<file path="src/sv/mnrt_pkg.sv">
// shared types and constants for the note route tracker
package mnrt_pkg;

  localparam int SLOTS    = 2048;
  localparam int SLOT_W   = $clog2(SLOTS);
  localparam int QDEPTH   = 4;
  localparam int QPTR_W   = $clog2(QDEPTH);
  localparam int QCNT_W   = $clog2(QDEPTH + 1);

  localparam logic [7:0] KIND_MASK   = 8'hf0;
  localparam logic [7:0] CHAN_MASK   = 8'h0f;
  localparam logic [7:0] KIND_NOTEON = 8'h90;
  localparam logic [7:0] KIND_NOTEOFF = 8'h80;

  localparam logic [1:0] MODE_INTERNAL  = 2'd0;
  localparam logic [1:0] MODE_MIDI_ONLY = 2'd2;

  typedef enum logic [1:0] {
    MSG_OTHER,
    MSG_NOTE_ON,
    MSG_NOTE_OFF
  } msg_kind_t;

  typedef struct packed {
    msg_kind_t         kind;
    logic [SLOT_W-1:0] slot;
    logic [7:0]        status;
    logic [6:0]        data_one;
    logic [6:0]        data_two;
    logic [31:0]       offset;
  } item_t;

endpackage

</file>
<file path="src/sv/mnrt_queue.sv">
// short item queue between front and back
module mnrt_queue
  import mnrt_pkg::*;
(
  input  logic  clk,
  input  logic  rst_n,
  input  logic  push,
  input  item_t push_item,
  input  logic  pop,
  output logic  q_valid,
  output logic  q_full,
  output item_t q_item
);

  item_t             slot_r [QDEPTH];
  logic [QPTR_W-1:0] wr_ptr_r, wr_ptr_nxt;
  logic [QPTR_W-1:0] rd_ptr_r, rd_ptr_nxt;
  logic [QCNT_W-1:0] cnt_r, cnt_nxt;

  always_comb begin
    wr_ptr_nxt = push ? wr_ptr_r + QPTR_W'(1) : wr_ptr_r;
    rd_ptr_nxt = pop ? rd_ptr_r + QPTR_W'(1) : rd_ptr_r;
    cnt_nxt    = cnt_r;
    if (push && !pop) begin
      cnt_nxt = cnt_r + QCNT_W'(1);
    end else if (pop && !push) begin
      cnt_nxt = cnt_r - QCNT_W'(1);
    end
  end

  always_ff @(posedge clk) begin
    if (!rst_n) begin
      wr_ptr_r <= '0;
      rd_ptr_r <= '0;
      cnt_r    <= '0;
    end else begin
      wr_ptr_r <= wr_ptr_nxt;
      rd_ptr_r <= rd_ptr_nxt;
      cnt_r    <= cnt_nxt;
    end
  end

  always_ff @(posedge clk) begin
    if (push) begin
      slot_r[wr_ptr_r] <= push_item;
    end
  end

  assign q_valid = (cnt_r != '0);
  assign q_full  = (cnt_r == QCNT_W'(QDEPTH));
  assign q_item  = slot_r[rd_ptr_r];

endmodule

</file>
<file path="config.mk">
export PLATFORM = sky130hd
export DESIGN_NAME = mnrt_queue
export DESIGN_NICKNAME = d
export VERILOG_FILES = /design/src/sv/mnrt_pkg.sv /design/src/sv/mnrt_queue.sv
export SDC_FILE = /design/constraint.sdc
export NUM_CORES = 1
export LEC_CHECK = 0
export BUFFER_PORTS_ARGS = -buffer_cell sky130_fd_sc_hd__clkbuf_2
export CAP_MARGIN = 5
export CORE_MARGIN = 4
export CORE_UTILIZATION = 25
export DETAILED_ROUTE_END_ITERATION = 12
export GPL_TIMING_DRIVEN = 1
export SKIP_CTS_REPAIR_TIMING = 1
export SYNTH_ARGS = -nofsm -noshare
export SYNTH_HDL_FRONTEND = slang
export SYNTH_SLANG_ARGS = --single-unit
</file>
<file path="constraint.sdc">
create_clock -name clk -period 4.8 [get_ports clk]
set_clock_uncertainty 0.05 [all_clocks]
set_input_delay 0.24 -clock clk [delete_from_list [all_inputs] [get_ports clk]]
set_output_delay 0.24 -clock clk [all_outputs]
set_load 0.005 [all_outputs]
</file>
==> out/qor.json, run 1 <==
{
  "clk_path_buf_depth": 3,
  "worst_ep_arrival_time_ps": 2640,
  "mean_syn_cell_area_um2": 25.8,
  "cts.reportedPaths.clkPinSlew_ps": 60,
  "yosysSeqAreaShare_pct": 81.1,
  "grt_use_met2_pct": 15.9,
  "synth.area.top_cells": "sky130_fd_sc_hd__edfxtp_1 79%, sky130_fd_sc_hd__mux4_2 15%, sky130_fd_sc_hd__dfxtp_1 1.8%, sky130_fd_sc_hd__buf_12 0.79%, sky130_fd_sc_hd__ha_1 0.62%",
  "layout_setup_ws_ps": 1870,
  "post_synth_num_cell_types": 21,
  "crit_path_cell_trace": "buf_4, mux4_2, clkbuf_2",
  "tritoncts_num_sinks": 277,
  "grt_max_degree": 48,
  "coreArea_um2": 39900,
  "grt-busiest-layer": "met2",
  "post_synth_inst_count": 393,
  "vdd.ir_drop.worst_mv": 0.261,
  "dpl_worst_slack_ps": 2330,
  "htreeDepth": 1,
  "critPathMaxStageDelay_ps": 880,
  "gp_congestion": 0.638,
  "total_power_mw": 5.49,
  "gr-usage-met1_pct": 11.3,
  "power_density_nw_per_um2": 421,
  "synthDominantCellAreaShare_pct": 79.3,
  "dp_hpwl_um": 12200,
  "cell_at_the_root_of_the_clock_tree": "sky130_fd_sc_hd__clkbuf_16",
  "timing.critical_path.required_ps": 4510,
  "grt_setup_unrepaired": "false",
  "flow.area_growth_from_synthesis_pct": 28.4,
  "finalHoldViolations": 0,
  "seqCellArea_um2": 8240,
  "dr.first_iter.drc_count": 206,
  "worst_path_max_delay_cell": "sky130_fd_sc_hd__dfxtp_4",
  "grt_remaining_overflow": 0,
  "design_area_um2": 13000,
  "dr.pass1.iters": 7,
  "cts_tree": "built",
  "placed_cell_area_um2": 11400,
  "die_x_um": 209,
  "route.detailed.vias_per_inst": 4.04,
  "critical_path.endpoint_type": "output port",
  "status": "finished, final reports clean",
  "critical_path_peak_fanout": 38,
  "finalSetupViolCount": 0,
  "antenna_found_initial": 1,
  "worstSkewPairLatency_ps": 540,
  "first_pass_grt_wire_length_um": 30600,
  "fp-row-count": 73,
  "place.port_buffers": 139,
  "multi_input_area_um2": 1770,
  "y_dimension_of_the_die_um": 209,
  "hold_class": "in2reg",
  "io_pins": 140,
  "final_antenna_net_count": 0,
  "initial_utilization_pct": 25.4,
  "tightestPinTransition_ps": 847,
  "dieArea_um2": 43900,
  "period_share_pct": 61.0,
  "nFillCells": 3794,
  "critical_path_buf_inv_count": 2,
  "yosysWarnings": 0,
  "groute.layer.met3.usage_pct": 1.66,
  "max_cap_viol_count": 0,
  "routed_wl_um": 20600,
  "routedWlPerCell_um": 17.6,
  "p_leak_nw": 4.39,
  "syn_nets": 470,
  "kind_of_start_point_of_the_critical_path": "register",
  "synth_area_um2": 10100,
  "cts_buffers": 29,
  "vias_in_the_first_global_route": 4917,
  "synth.ff_latch_count": 277,
  "layout_min_cycle_time_ps": 2930,
  "critical-path-top-delay-family": "flip-flops",
  "final_nets": 700,
  "drive_above_1_share_pct": 40.5,
  "worst_slew_margin_pct": 43.5,
  "achievable-frequency_ghz": 0.341,
  "slew_viol_final": 0,
  "fin_setup_tns_ps": 0,
  "drt_drc_violations_left": 0,
  "yosysTopAreaCell": "sky130_fd_sc_hd__edfxtp_1",
  "timing_worst_setup_path_type": "reg2out",
  "global_route.usage.total_pct": 9.06,
  "vias": 4729
}
## synthesized netlist by cell type
master	n
sky130_fd_sc_hd__a21boi_0	1
sky130_fd_sc_hd__and2_1	9
sky130_fd_sc_hd__buf_1	3
sky130_fd_sc_hd__buf_12	4
sky130_fd_sc_hd__buf_2	4
sky130_fd_sc_hd__buf_4	3
sky130_fd_sc_hd__buf_6	1
sky130_fd_sc_hd__dfxtp_1	9
sky130_fd_sc_hd__edfxtp_1	268
sky130_fd_sc_hd__fa_1	1
sky130_fd_sc_hd__ha_1	5
sky130_fd_sc_hd__inv_1	4
sky130_fd_sc_hd__mux2i_1	2
sky130_fd_sc_hd__mux4_2	67
sky130_fd_sc_hd__nand2_1	1
sky130_fd_sc_hd__nor2b_1	2
sky130_fd_sc_hd__nor3b_1	1
sky130_fd_sc_hd__o21ai_0	1
sky130_fd_sc_hd__or3_1	2
sky130_fd_sc_hd__xnor2_1	2
sky130_fd_sc_hd__xor2_1	3
## routing by layer
layer	wire [um]	vias to the layer above
met4	498	0
met1	8560	2456
met3	896	33
met5	0	-
li1	-	2141
met2	10600	99
## cell usage in the layout (no fill, tap or decap), types with 4 or more instances in the layout
| cell | n |
|---|---|
| sky130_fd_sc_hd__clkinv_1 | 7 |
| sky130_fd_sc_hd__and2_1 | 5 |
| sky130_fd_sc_hd__clkbuf_16 | 29 |
| sky130_fd_sc_hd__and2_4 | 4 |
| sky130_fd_sc_hd__mux4_2 | 67 |
| sky130_fd_sc_hd__clkinv_2 | 6 |
| sky130_fd_sc_hd__ha_1 | 5 |
| sky130_fd_sc_hd__inv_1 | 4 |
| sky130_fd_sc_hd__buf_4 | 7 |
| sky130_fd_sc_hd__dfxtp_1 | 7 |
| sky130_fd_sc_hd__clkbuf_2 | 139 |
| sky130_fd_sc_hd__dlygate4sd3_1 | 68 |
| sky130_fd_sc_hd__edfxtp_1 | 268 |
## state kept, by name, summed over array words and instances (netlist names), named ones only
name / count
slot_r: 268
cnt_r: 3
rd_ptr_r: 2
wr_ptr_r: 2
## cells by family (layout without fill, tap and decap cells)
kind of cell	count (synthesis)	count (layout)	share of synthesized area [%]
flops	277	277	81.1
simple gates	15	15	0.912
compound gates	2	2	0.123
other cells	0	1	0
xor+xnor	5	5	0.432
mux	69	69	15.1
buf+inv	19	270	1.58
fa+ha+maj	6	6	0.814
## cell type report
cell class	count	share of cell area [%]
Sequential cell	277	63.2
Multi-Input combinational cell	97	13.6
Timing Repair Buffer	214	11.0
Clock buffer	32	5.66
Tap cell	525	5.04
Clock inverter	20	1.40
Inverter	4	0.115
Antenna cell	1	0.0192
## per-stage QoR
| stage | hold WS [ps] | utilization, % | cells |
|---|---|---|---|
| finish | 18.2 | 32.6 | 1170 |
| floorplan | 289 | - | 393 |
| global route | 22.3 | 32.6 | 1170 |
| CTS | -177 | 30.9 | 1101 |
| global placement | 408 | 28.6 | 1049 |
| detailed placement | 411 | 28.6 | 1049 |
## worst register-to-register path: stages, from the launching register on
cell and delay, ps:
sky130_fd_sc_hd__dfxtp_1 350, sky130_fd_sc_hd__inv_1 90, sky130_fd_sc_hd__ha_1 140, sky130_fd_sc_hd__and2_4 580, sky130_fd_sc_hd__buf_4 560
## worst paths after layout
kind | slack (ps) | endpoint | cells after the start | startpoint
worst min-delay path | 20 | register | 3 | pop
worst min register to register | 460 | cnt_r[2]$_SDFFE_PN0P_ | 2 | cnt_r[2]$_SDFFE_PN0P_
worst max-delay path | 1870 | q_item[60] | 3 | register
worst max register to register | 2620 | slot_r[0][27]$_DFFE_PP_ | 4 | wr_ptr_r[0]$_SDFFE_PN0P_
## power breakdown
group	switching, mW	total [mW]	leakage, nW	internal (mW)
clock network	0.894	2.16	0.453	1.27
logic	0.224	0.488	1.40	0.264
registers	0.0628	2.84	2.54	2.78
Power figures use the tool's default switching activity.
==> run 2, diff against run 1 <==
--- a/config.mk
+++ b/config.mk
@@ -5,6 +5,7 @@
 export SDC_FILE = /design/constraint.sdc
 export NUM_CORES = 1
 export LEC_CHECK = 0
+export ABC_AREA = 1
 export BUFFER_PORTS_ARGS = -buffer_cell sky130_fd_sc_hd__clkbuf_2
 export CAP_MARGIN = 5
 export CORE_MARGIN = 4
==> constraint.sdc (replaced) <==
create_clock -name clk -period 2.43 [get_ports clk]
set_clock_uncertainty 0.05 [all_clocks]
set_input_delay 0.1215 -clock clk [delete_from_list [all_inputs] [get_ports clk]]
set_output_delay 0.1215 -clock clk [all_outputs]
set_load 0.005 [all_outputs]
==> run 2 against run 1 <==
Non-clock buffer count increased by 13; global-route usage increased by 1.1 points; sequential share of layout area decreased by 1.9 points; critical path depth increased by 1; largest cell class unchanged.
==> out/qor.json, run 2 <==
{
  "status": "finished, final reports clean",
  "io_pins": {"value": 140, "change": "unchanged"},
  "global_route.usage.total": {"value": 10.2, "unit": "%", "change": "+1.1 points"},
  "cts_buffers": {"value": 31, "change": "+6.9%"},
  "slew_viol_final": {"value": 0, "change": "unchanged"},
  "antenna_found_initial": {"value": 2, "change": "+1"},
  "y_dimension_of_the_die": {"value": 212, "unit": "um", "change": "+1.1%"},
  "vdd.ir_drop.worst": {"value": 0.538, "unit": "mV", "change": "+110%"},
  "place.port_buffers": {"value": 139, "change": "unchanged"},
  "clock_power_share": {"value": 41.4, "unit": "%", "change": "+2.0 points"},
  "initial_utilization": {"value": 25.4, "unit": "%", "change": "-0.053 points"},
  "route.detailed.vias_per_inst": {"value": 4.39, "change": "+8.6%"},
  "synth-edff-count": {"value": 268, "change": "unchanged"},
  "timing.critical_path.required": {"value": 2260, "unit": "ps", "change": "-2250 ps"},
  "synthDominantCellAreaShare": {"value": 77.5, "unit": "%", "change": "-1.8 points"},
  "final_nets": {"value": 1001, "change": "+43%"},
  "layout_min_cycle_time_ps": 2270,
  "largest_register_ffs": {"value": 268, "change": "unchanged"},
  "critical_path_peak_fanout": {"value": 134, "change": "+250%"},
  "hp-start": "push_item[56]",
  "synth.ff_latch_count": {"value": 277, "change": "unchanged"},
  "final_antenna_net_count": {"value": 0, "change": "unchanged"},
  "achievable-frequency_ghz": 0.441,
  "stdcell_count": {"value": 1477, "change": "+26%"},
  "worstSkewPairLatency": {"value": 550, "unit": "ps", "change": "about the same"},
  "dp_hpwl": {"value": 14200, "unit": "um", "change": "+16%"},
  "worst-r2r-setup-slack": {"value": 650, "unit": "ps", "change": "-1970 ps"},
  "coreArea": {"value": 40900, "unit": "um2", "change": "+2.5%"},
  "kind_of_start_point_of_the_critical_path": "register",
  "cell_at_the_root_of_the_clock_tree": "sky130_fd_sc_hd__clkbuf_16",
  "layout.cells.most_common_list": "268 x sky130_fd_sc_hd__edfxtp_1, 140 x sky130_fd_sc_hd__nor2_1, 139 x sky130_fd_sc_hd__clkbuf_2, 137 x sky130_fd_sc_hd__o21ai_0, 70 x sky130_fd_sc_hd__dlygate4sd3_1",
  "placed_cell_area": {"value": 11700, "unit": "um2", "change": "+2.4%"},
  "gp_congestion": {"value": 0.684, "change": "+7.3%"},
  "rr_endpoint": "slot_r[2][36]$_DFFE_PP_",
  "post_synth_inst_count": {"value": 707, "change": "+80%"},
  "period_share_pct": 93.3,
  "yosysWarnings": {"value": 0, "change": "unchanged"},
  "synth_area": {"value": 10400, "unit": "um2", "change": "+2.3%"},
  "p_seq_share": {"value": 49.6, "unit": "%", "change": "-2.2 points"},
  "reg2reg_depth": {"value": 5, "change": "+1"},
  "vias_in_the_first_global_route": {"value": 5957, "change": "+21%"},
  "dr.pass1.iters": {"value": 4, "change": "-3"},
  "critical_path.endpoint_type": "output port",
  "yosysSeqAreaShare": {"value": 79.2, "unit": "%", "change": "-1.8 points"},
  "worst_slew_margin": {"value": 60.9, "unit": "%", "change": "+17 points"},
  "tightestPinTransition": {"value": 586, "unit": "ps", "change": "-262 ps"},
  "design_area": {"value": 13400, "unit": "um2", "change": "+3.1%"},
  "drt_drc_violations_left": {"value": 0, "change": "unchanged"},
  "drive_above_1_share": {"value": 22.0, "unit": "%", "change": "-18 points"},
  "synth.top_cells.by_count": "268 x sky130_fd_sc_hd__edfxtp_1, 140 x sky130_fd_sc_hd__nor2_1, 137 x sky130_fd_sc_hd__o21ai_0",
  "clk_path_buf_depth": {"value": 3, "change": "unchanged"},
  "largest_registers": "slot_r x268, cnt_r x3",
  "layout_setup_ws": {"value": 162, "unit": "ps", "change": "-1710 ps"},
  "pwr-share-comb": {"value": 9.0, "unit": "%", "change": "about the same"},
  "grt_remaining_overflow": {"value": 0, "change": "unchanged"},
  "dpl_worst_slack": {"value": 592, "unit": "ps", "change": "-1740 ps"},
  "cts_tree": "built",
  "vias": {"value": 6485, "change": "+37%"},
  "die_x": {"value": 212, "unit": "um", "change": "+1.1%"},
  "regToRegStartpoint": "wr_ptr_r[0]$_SDFFE_PN0P_",
  "routed_wl": {"value": 24200, "unit": "um", "change": "+17%"},
  "layout.cells.most_common": "sky130_fd_sc_hd__edfxtp_1",
  "timing_worst_setup_path_type": "reg2out",
  "min_to": "slot_r[1][56]$_DFFE_PP_",
  "power_report.internal_total": {"value": 8.70, "unit": "mW", "change": "+100%"},
  "post_synth_num_cell_types": {"value": 22, "change": "+4.8%"},
  "place.detailed.instances": {"value": 1353, "change": "+29%"},
  "grt_max_degree": {"value": 135, "change": "+180%"},
  "power_density": {"value": 828, "unit": "nW/um2", "change": "+97%"},
  "dieArea": {"value": 44900, "unit": "um2", "change": "+2.2%"},
  "finalHoldViolations": {"value": 0, "change": "unchanged"},
  "fp-row-count": {"value": 74, "change": "+1.4%"},
  "synth_top_flop_cell": "sky130_fd_sc_hd__edfxtp_1",
  "htreeDepth": {"value": 1, "change": "unchanged"},
  "synth_async_sr_flop_share": {"value": 0, "unit": "%", "change": "unchanged"},
  "holdPathStages": {"value": 2, "change": "-1"},
  "post-synth-top-count-cell": "sky130_fd_sc_hd__edfxtp_1",
  "worst_ep_arrival_time": {"value": 2100, "unit": "ps", "change": "-540 ps"},
  "p_leak": {"value": 4.72, "unit": "nW", "change": "+7.4%"},
  "max_cap_viol_count": {"value": 0, "change": "unchanged"},
  "total_power": {"value": 11.1, "unit": "mW", "change": "+100%"},
  "cts.reportedPaths.clkPinSlew": {"value": 60, "unit": "ps", "change": "about the same"},
  "first_pass_grt_wire_length": {"value": 35700, "unit": "um", "change": "+17%"},
  "hold_class": "in2reg",
  "switching_power": {"value": 2.42, "unit": "mW", "change": "+100%"},
  "synth.area.top_cells": "sky130_fd_sc_hd__edfxtp_1 78%, sky130_fd_sc_hd__o21ai_0 6.6%, sky130_fd_sc_hd__nor2_1 5.1%, sky130_fd_sc_hd__o22ai_1 4.0%, sky130_fd_sc_hd__dfxtp_1 1.7%",
  "dr.first_iter.drc_count": {"value": 445, "change": "+120%"},
  "finalSetupViolCount": {"value": 0, "change": "unchanged"},
  "switching_share": {"value": 21.8, "unit": "%", "change": "+0.23 points"},
  "yosysTopAreaCell": "sky130_fd_sc_hd__edfxtp_1",
  "routedWlPerCell": {"value": 16.4, "unit": "um", "change": "-7.0%"},
  "tritoncts_num_sinks": {"value": 277, "change": "unchanged"},
  "mean_syn_cell_area": {"value": 14.7, "unit": "um2", "change": "-43%"},
  "registers.top_by_ff_count": "slot_r",
  "syn_nets": {"value": 784, "change": "+67%"},
  "nFillCells": {"value": 4035, "change": "+6.4%"},
  "flow.area_growth_from_synthesis_pct": 29.3
}
run 2: changes by cell type after synthesis, sizes merged, moves of 9 or more:
cell and delta:
clkbuf +18, o21ai +139, inv +13, o22ai +67
buf +10, nor2 +140, nand2 +9, mux4 -67
and2 -9
run 2: worst max-delay path, stage by stage (launching register included):
cell and delay (ps):
sky130_fd_sc_hd__dfxtp_4 390, sky130_fd_sc_hd__buf_16 380, sky130_fd_sc_hd__o21ai_0 190, sky130_fd_sc_hd__o22ai_1 280, sky130_fd_sc_hd__clkbuf_2 170
run 2: worst max-delay path by stage:
stage | from | slack [ps] | depth (start not counted) | to
after floorplan | wr_ptr_r[0]$_SDFFE_PN0P_ | 70 | 4 | slot_r[2][0]$_DFFE_PP_
after global placement | wr_ptr_r[0]$_SDFFE_PN0P_ | 640 | 5 | slot_r[2][44]$_DFFE_PP_
after detailed placement | register | 590 | 5 | q_item[60]
after CTS | register | -20 | 5 | q_item[60]
after global routing | register | -20 | 4 | q_item[30]
final | register | 160 | 4 | q_item[53]
run 2: power groups by stage:
stage	Clock [mW]	Combinational [mW]	Sequential [mW]
6_report	4.61	0.998	5.51
5_1_grt	4.97	1.12	5.52
4_1_cts	4.76	0.928	5.51
3_5_place_dp	0	0.926	5.61
3_3_place_gp	0	0.907	5.61
2_1_floorplan	0	0.478	5.60
run 2: logic make-up after synthesis:
logic type      Yosys count  synth area share, %
flops                   277                 79.2
compound gates          211                 11.0
simple gates            153                 5.58
buf+inv                  60                 3.41
fa+ha+maj                 6                0.795
run 2: layer usage:
| layer | wire length, um | vias to the layer above | global-route usage, % |
|---|---|---|---|
| met1 | 11200 | 3176 | 14.2 |
| met3 | 1440 | 43 | 2.40 |
| met2 | 11000 | 174 | 16.0 |
| met4 | 567 | 0 | 3.04 |
| li1 | - | 3092 | - |
| met5 | 0 | - | 0 |
run 2: metrics by stage:
step / hold slack [ps] / util (%) / setup TNS [ps]
after floorplan: 170 / - / 0
after global placement: 290 / 28.6 / 0
after detailed placement: 290 / 28.6 / 0
final: 276 / 32.8 / 0
after CTS: -312 / 31.1 / -67.3
after global routing: 260 / 32.8 / -16.5
run 2: cell type report:
cell class | instances | area (um2) | share of cell area, %
clock buffers | 38 | 802 | 5.97
clock inverters | 15 | 201 | 1.50
well taps | 532 | 666 | 4.96
inverters | 17 | 75.1 | 0.559
diodes | 1 | 2.50 | 0.0186
multi-input cells | 370 | 1810 | 13.5
repair buffers | 227 | 1640 | 12.2
flip-flops and latches | 277 | 8240 | 61.3
==> run 3, diff against run 2 <==
==> constraint.sdc (replaced) <==
create_clock -name clk -period 2.8 [get_ports clk]
set_clock_uncertainty 0.05 [all_clocks]
set_input_delay 0.14 -clock clk [delete_from_list [all_inputs] [get_ports clk]]
set_output_delay 0.14 -clock clk [all_outputs]
set_load 0.005 [all_outputs]
==> run 3 against run 2 <==
Register-to-register slack improved by 180 ps; clock-buffer cell count is 2 higher; highest routed layer is now met5; global-route usage is 0.47 points higher; largest power group unchanged; die area is the same; critical endpoint is now q_item[1]; sequential share of layout area up 0.41 points.
==> out/qor.json, run 3 (same netlist as run 2, synthesis figures left out) <==
{
  "slew_viol_final": {"value": 0, "change": "unchanged"},
  "antenna_found_initial": {"value": 3, "change": "+1"},
  "final_nets": {"value": 994, "change": "-0.70%"},
  "kind_of_start_point_of_the_critical_path": "register",
  "dp_hpwl": {"value": 14500, "unit": "um", "change": "+2.1%"},
  "layout_setup_ws": {"value": 207, "unit": "ps", "change": "+44.6 ps"},
  "clk_path_buf_depth": {"value": 3, "change": "unchanged"},
  "fp-row-count": {"value": 74, "change": "unchanged"},
  "nFillCells": {"value": 4011, "change": "-0.59%"},
  "layout.cells.most_common": "sky130_fd_sc_hd__edfxtp_1",
  "p_leak": {"value": 4.69, "unit": "nW", "change": "-0.53%"},
  "routedWlPerCell": {"value": 17.0, "unit": "um", "change": "+3.8%"},
  "worst-r2r-setup-slack": {"value": 830, "unit": "ps", "change": "+180 ps"},
  "worst_ep_arrival_time": {"value": 2400, "unit": "ps", "change": "+300 ps"},
  "layout.cells.most_common_list": "268 x sky130_fd_sc_hd__edfxtp_1, 140 x sky130_fd_sc_hd__nor2_1, 139 x sky130_fd_sc_hd__clkbuf_2, 137 x sky130_fd_sc_hd__o21ai_0, 70 x sky130_fd_sc_hd__dlygate4sd3_1",
  "io_pins": {"value": 140, "change": "unchanged"},
  "rr_endpoint": "slot_r[1][48]$_DFFE_PP_",
  "vias": {"value": 6466, "change": "-0.29%"},
  "dieArea": {"value": 44900, "unit": "um2", "change": "unchanged"},
  "cell_at_the_root_of_the_clock_tree": "sky130_fd_sc_hd__clkbuf_16",
  "cts.reportedPaths.clkPinSlew": {"value": 60, "unit": "ps", "change": "about the same"},
  "dr.pass1.iters": {"value": 4, "change": "unchanged"},
  "route.detailed.vias_per_inst": {"value": 4.38, "change": "-0.16%"},
  "critical_path_peak_fanout": {"value": 39, "change": "-71%"},
  "achievable-frequency_ghz": 0.386,
  "timing.critical_path.required": {"value": 2610, "unit": "ps", "change": "+350 ps"},
  "drive_above_1_share": {"value": 22.2, "unit": "%", "change": "+0.18 points"},
  "tightestPinTransition": {"value": 1120, "unit": "ps", "change": "+535 ps"},
  "tritoncts_num_sinks": {"value": 277, "change": "unchanged"},
  "vias_in_the_first_global_route": {"value": 6075, "change": "+2.0%"},
  "worst_slew_margin": {"value": 25.3, "unit": "%", "change": "-36 points"},
  "status": "finished, final reports clean",
  "dpl_worst_slack": {"value": 679, "unit": "ps", "change": "+86.9 ps"},
  "vdd.ir_drop.worst": {"value": 0.335, "unit": "mV", "change": "-38%"},
  "drt_drc_violations_left": {"value": 0, "change": "unchanged"},
  "worstSkewPairLatency": {"value": 550, "unit": "ps", "change": "about the same"},
  "cts_tree": "built",
  "grt_max_degree": {"value": 107, "change": "-21%"},
  "place.port_buffers": {"value": 139, "change": "unchanged"},
  "multi_input_area": {"value": 1800, "unit": "um2", "change": "-0.35%"},
  "global_route.usage.total": {"value": 10.7, "unit": "%", "change": "+0.47 points"},
  "initial_utilization": {"value": 25.4, "unit": "%", "change": "unchanged"},
  "timing_worst_setup_path_type": "reg2out",
  "period_share_pct": 92.6,
  "registers.top_by_ff_count": "slot_r",
  "hold_class": "in2reg",
  "first_pass_grt_wire_length": {"value": 37200, "unit": "um", "change": "+4.2%"},
  "cts_buffers": {"value": 30, "change": "-3.2%"},
  "placed_cell_area": {"value": 11600, "unit": "um2", "change": "-1.0%"},
  "power_density": {"value": 728, "unit": "nW/um2", "change": "-12%"},
  "critical_path.endpoint_type": "output port",
  "coreArea": {"value": 40900, "unit": "um2", "change": "unchanged"},
  "dr.first_iter.drc_count": {"value": 506, "change": "+14%"},
  "die_x": {"value": 212, "unit": "um", "change": "unchanged"},
  "grt_remaining_overflow": {"value": 0, "change": "unchanged"},
  "gp_congestion": {"value": 0.710, "change": "+3.8%"},
  "reg2reg_depth": {"value": 5, "change": "unchanged"},
  "flow.area_growth_from_synthesis_pct": 28.4,
  "htreeDepth": {"value": 1, "change": "unchanged"},
  "finalHoldViolations": {"value": 0, "change": "unchanged"},
  "design_area": {"value": 13300, "unit": "um2", "change": "-0.69%"},
  "fin_setup_tns": {"value": 0, "unit": "ps", "change": "unchanged"},
  "max_cap_viol_count": {"value": 0, "change": "unchanged"},
  "seqCellArea": {"value": 8230, "unit": "um2", "change": "about the same"},
  "largest_registers": "slot_r x268, cnt_r x3",
  "y_dimension_of_the_die": {"value": 212, "unit": "um", "change": "unchanged"},
  "largest_register_ffs": {"value": 268, "change": "unchanged"},
  "cp-endpoint": "q_item[1]",
  "finalSetupViolCount": {"value": 0, "change": "unchanged"},
  "final_antenna_net_count": {"value": 0, "change": "unchanged"},
  "layout_min_cycle_time_ps": 2590,
  "grt_setup_unrepaired": "false",
  "regToRegStartpoint": "wr_ptr_r[1]$_SDFFE_PN0P_",
  "routed_wl": {"value": 25100, "unit": "um", "change": "+3.7%"}
}
-- run 3: critical path, stage by stage (launching register included) --
cell                       delay (ps)
sky130_fd_sc_hd__dfxtp_4          630
sky130_fd_sc_hd__buf_4            470
sky130_fd_sc_hd__o21ai_0          170
sky130_fd_sc_hd__o22ai_1          370
sky130_fd_sc_hd__clkbuf_2         200
-- run 3: worst min-delay path by stage --
stage | cells after the start | from | end | slack, ps
after floorplan | 0 | push_item[0] | slot_r[0][0]$_DFFE_PP_ | 190
after global placement | 1 | push_item[28] | slot_r[2][28]$_DFFE_PP_ | 310
after detailed placement | 1 | push_item[11] | slot_r[0][11]$_DFFE_PP_ | 310
after CTS | 1 | push_item[14] | slot_r[3][14]$_DFFE_PP_ | -300
after global routing | 2 | push_item[17] | slot_r[3][17]$_DFFE_PP_ | 280
final | 2 | push_item[17] | slot_r[2][17]$_DFFE_PP_ | 290
-- run 3: metal layers --
layer / global-route usage (%) / vias to the layer above / share of wire, % / routed length [um]
met5: 0 / - / 0.048 / 12
met4: 2.82 / 2 / 2.0 / 490
met3: 3.65 / 43 / 6.8 / 1690
met2: 16.3 / 159 / 45 / 11200
met1: 14.6 / 3186 / 46 / 11600
li1: - / 3076 / - / -
-- run 3: final cells by class --
cell class              instances  share of cell area [%]
repair buffers                221                    11.4
well taps                     532                    4.99
clock inverters                16                    1.51
multi-input cells             370                    13.5
diodes                          2                  0.0375
flip-flops and latches        277                    61.7
inverters                      17                   0.572
clock buffers                  40                    6.29
-- run 3: where the power goes --
part	leakage [nW]	switching (mW)	internal, mW
clock	0.517	1.60	2.48
combinational	1.64	0.522	0.323
sequential	2.54	0.0598	4.74
-- run 3: metrics by stage --
stage	total power [mW]	util, %	cells	hold WS (ps)
final	9.71	32.6	1475	293
after global routing	10.1	32.6	1475	276
after CTS	9.79	30.8	1403	-297
after detailed placement	5.67	28.3	1347	314
after global placement	5.65	28.3	1347	310
after floorplan	5.28	-	707	189
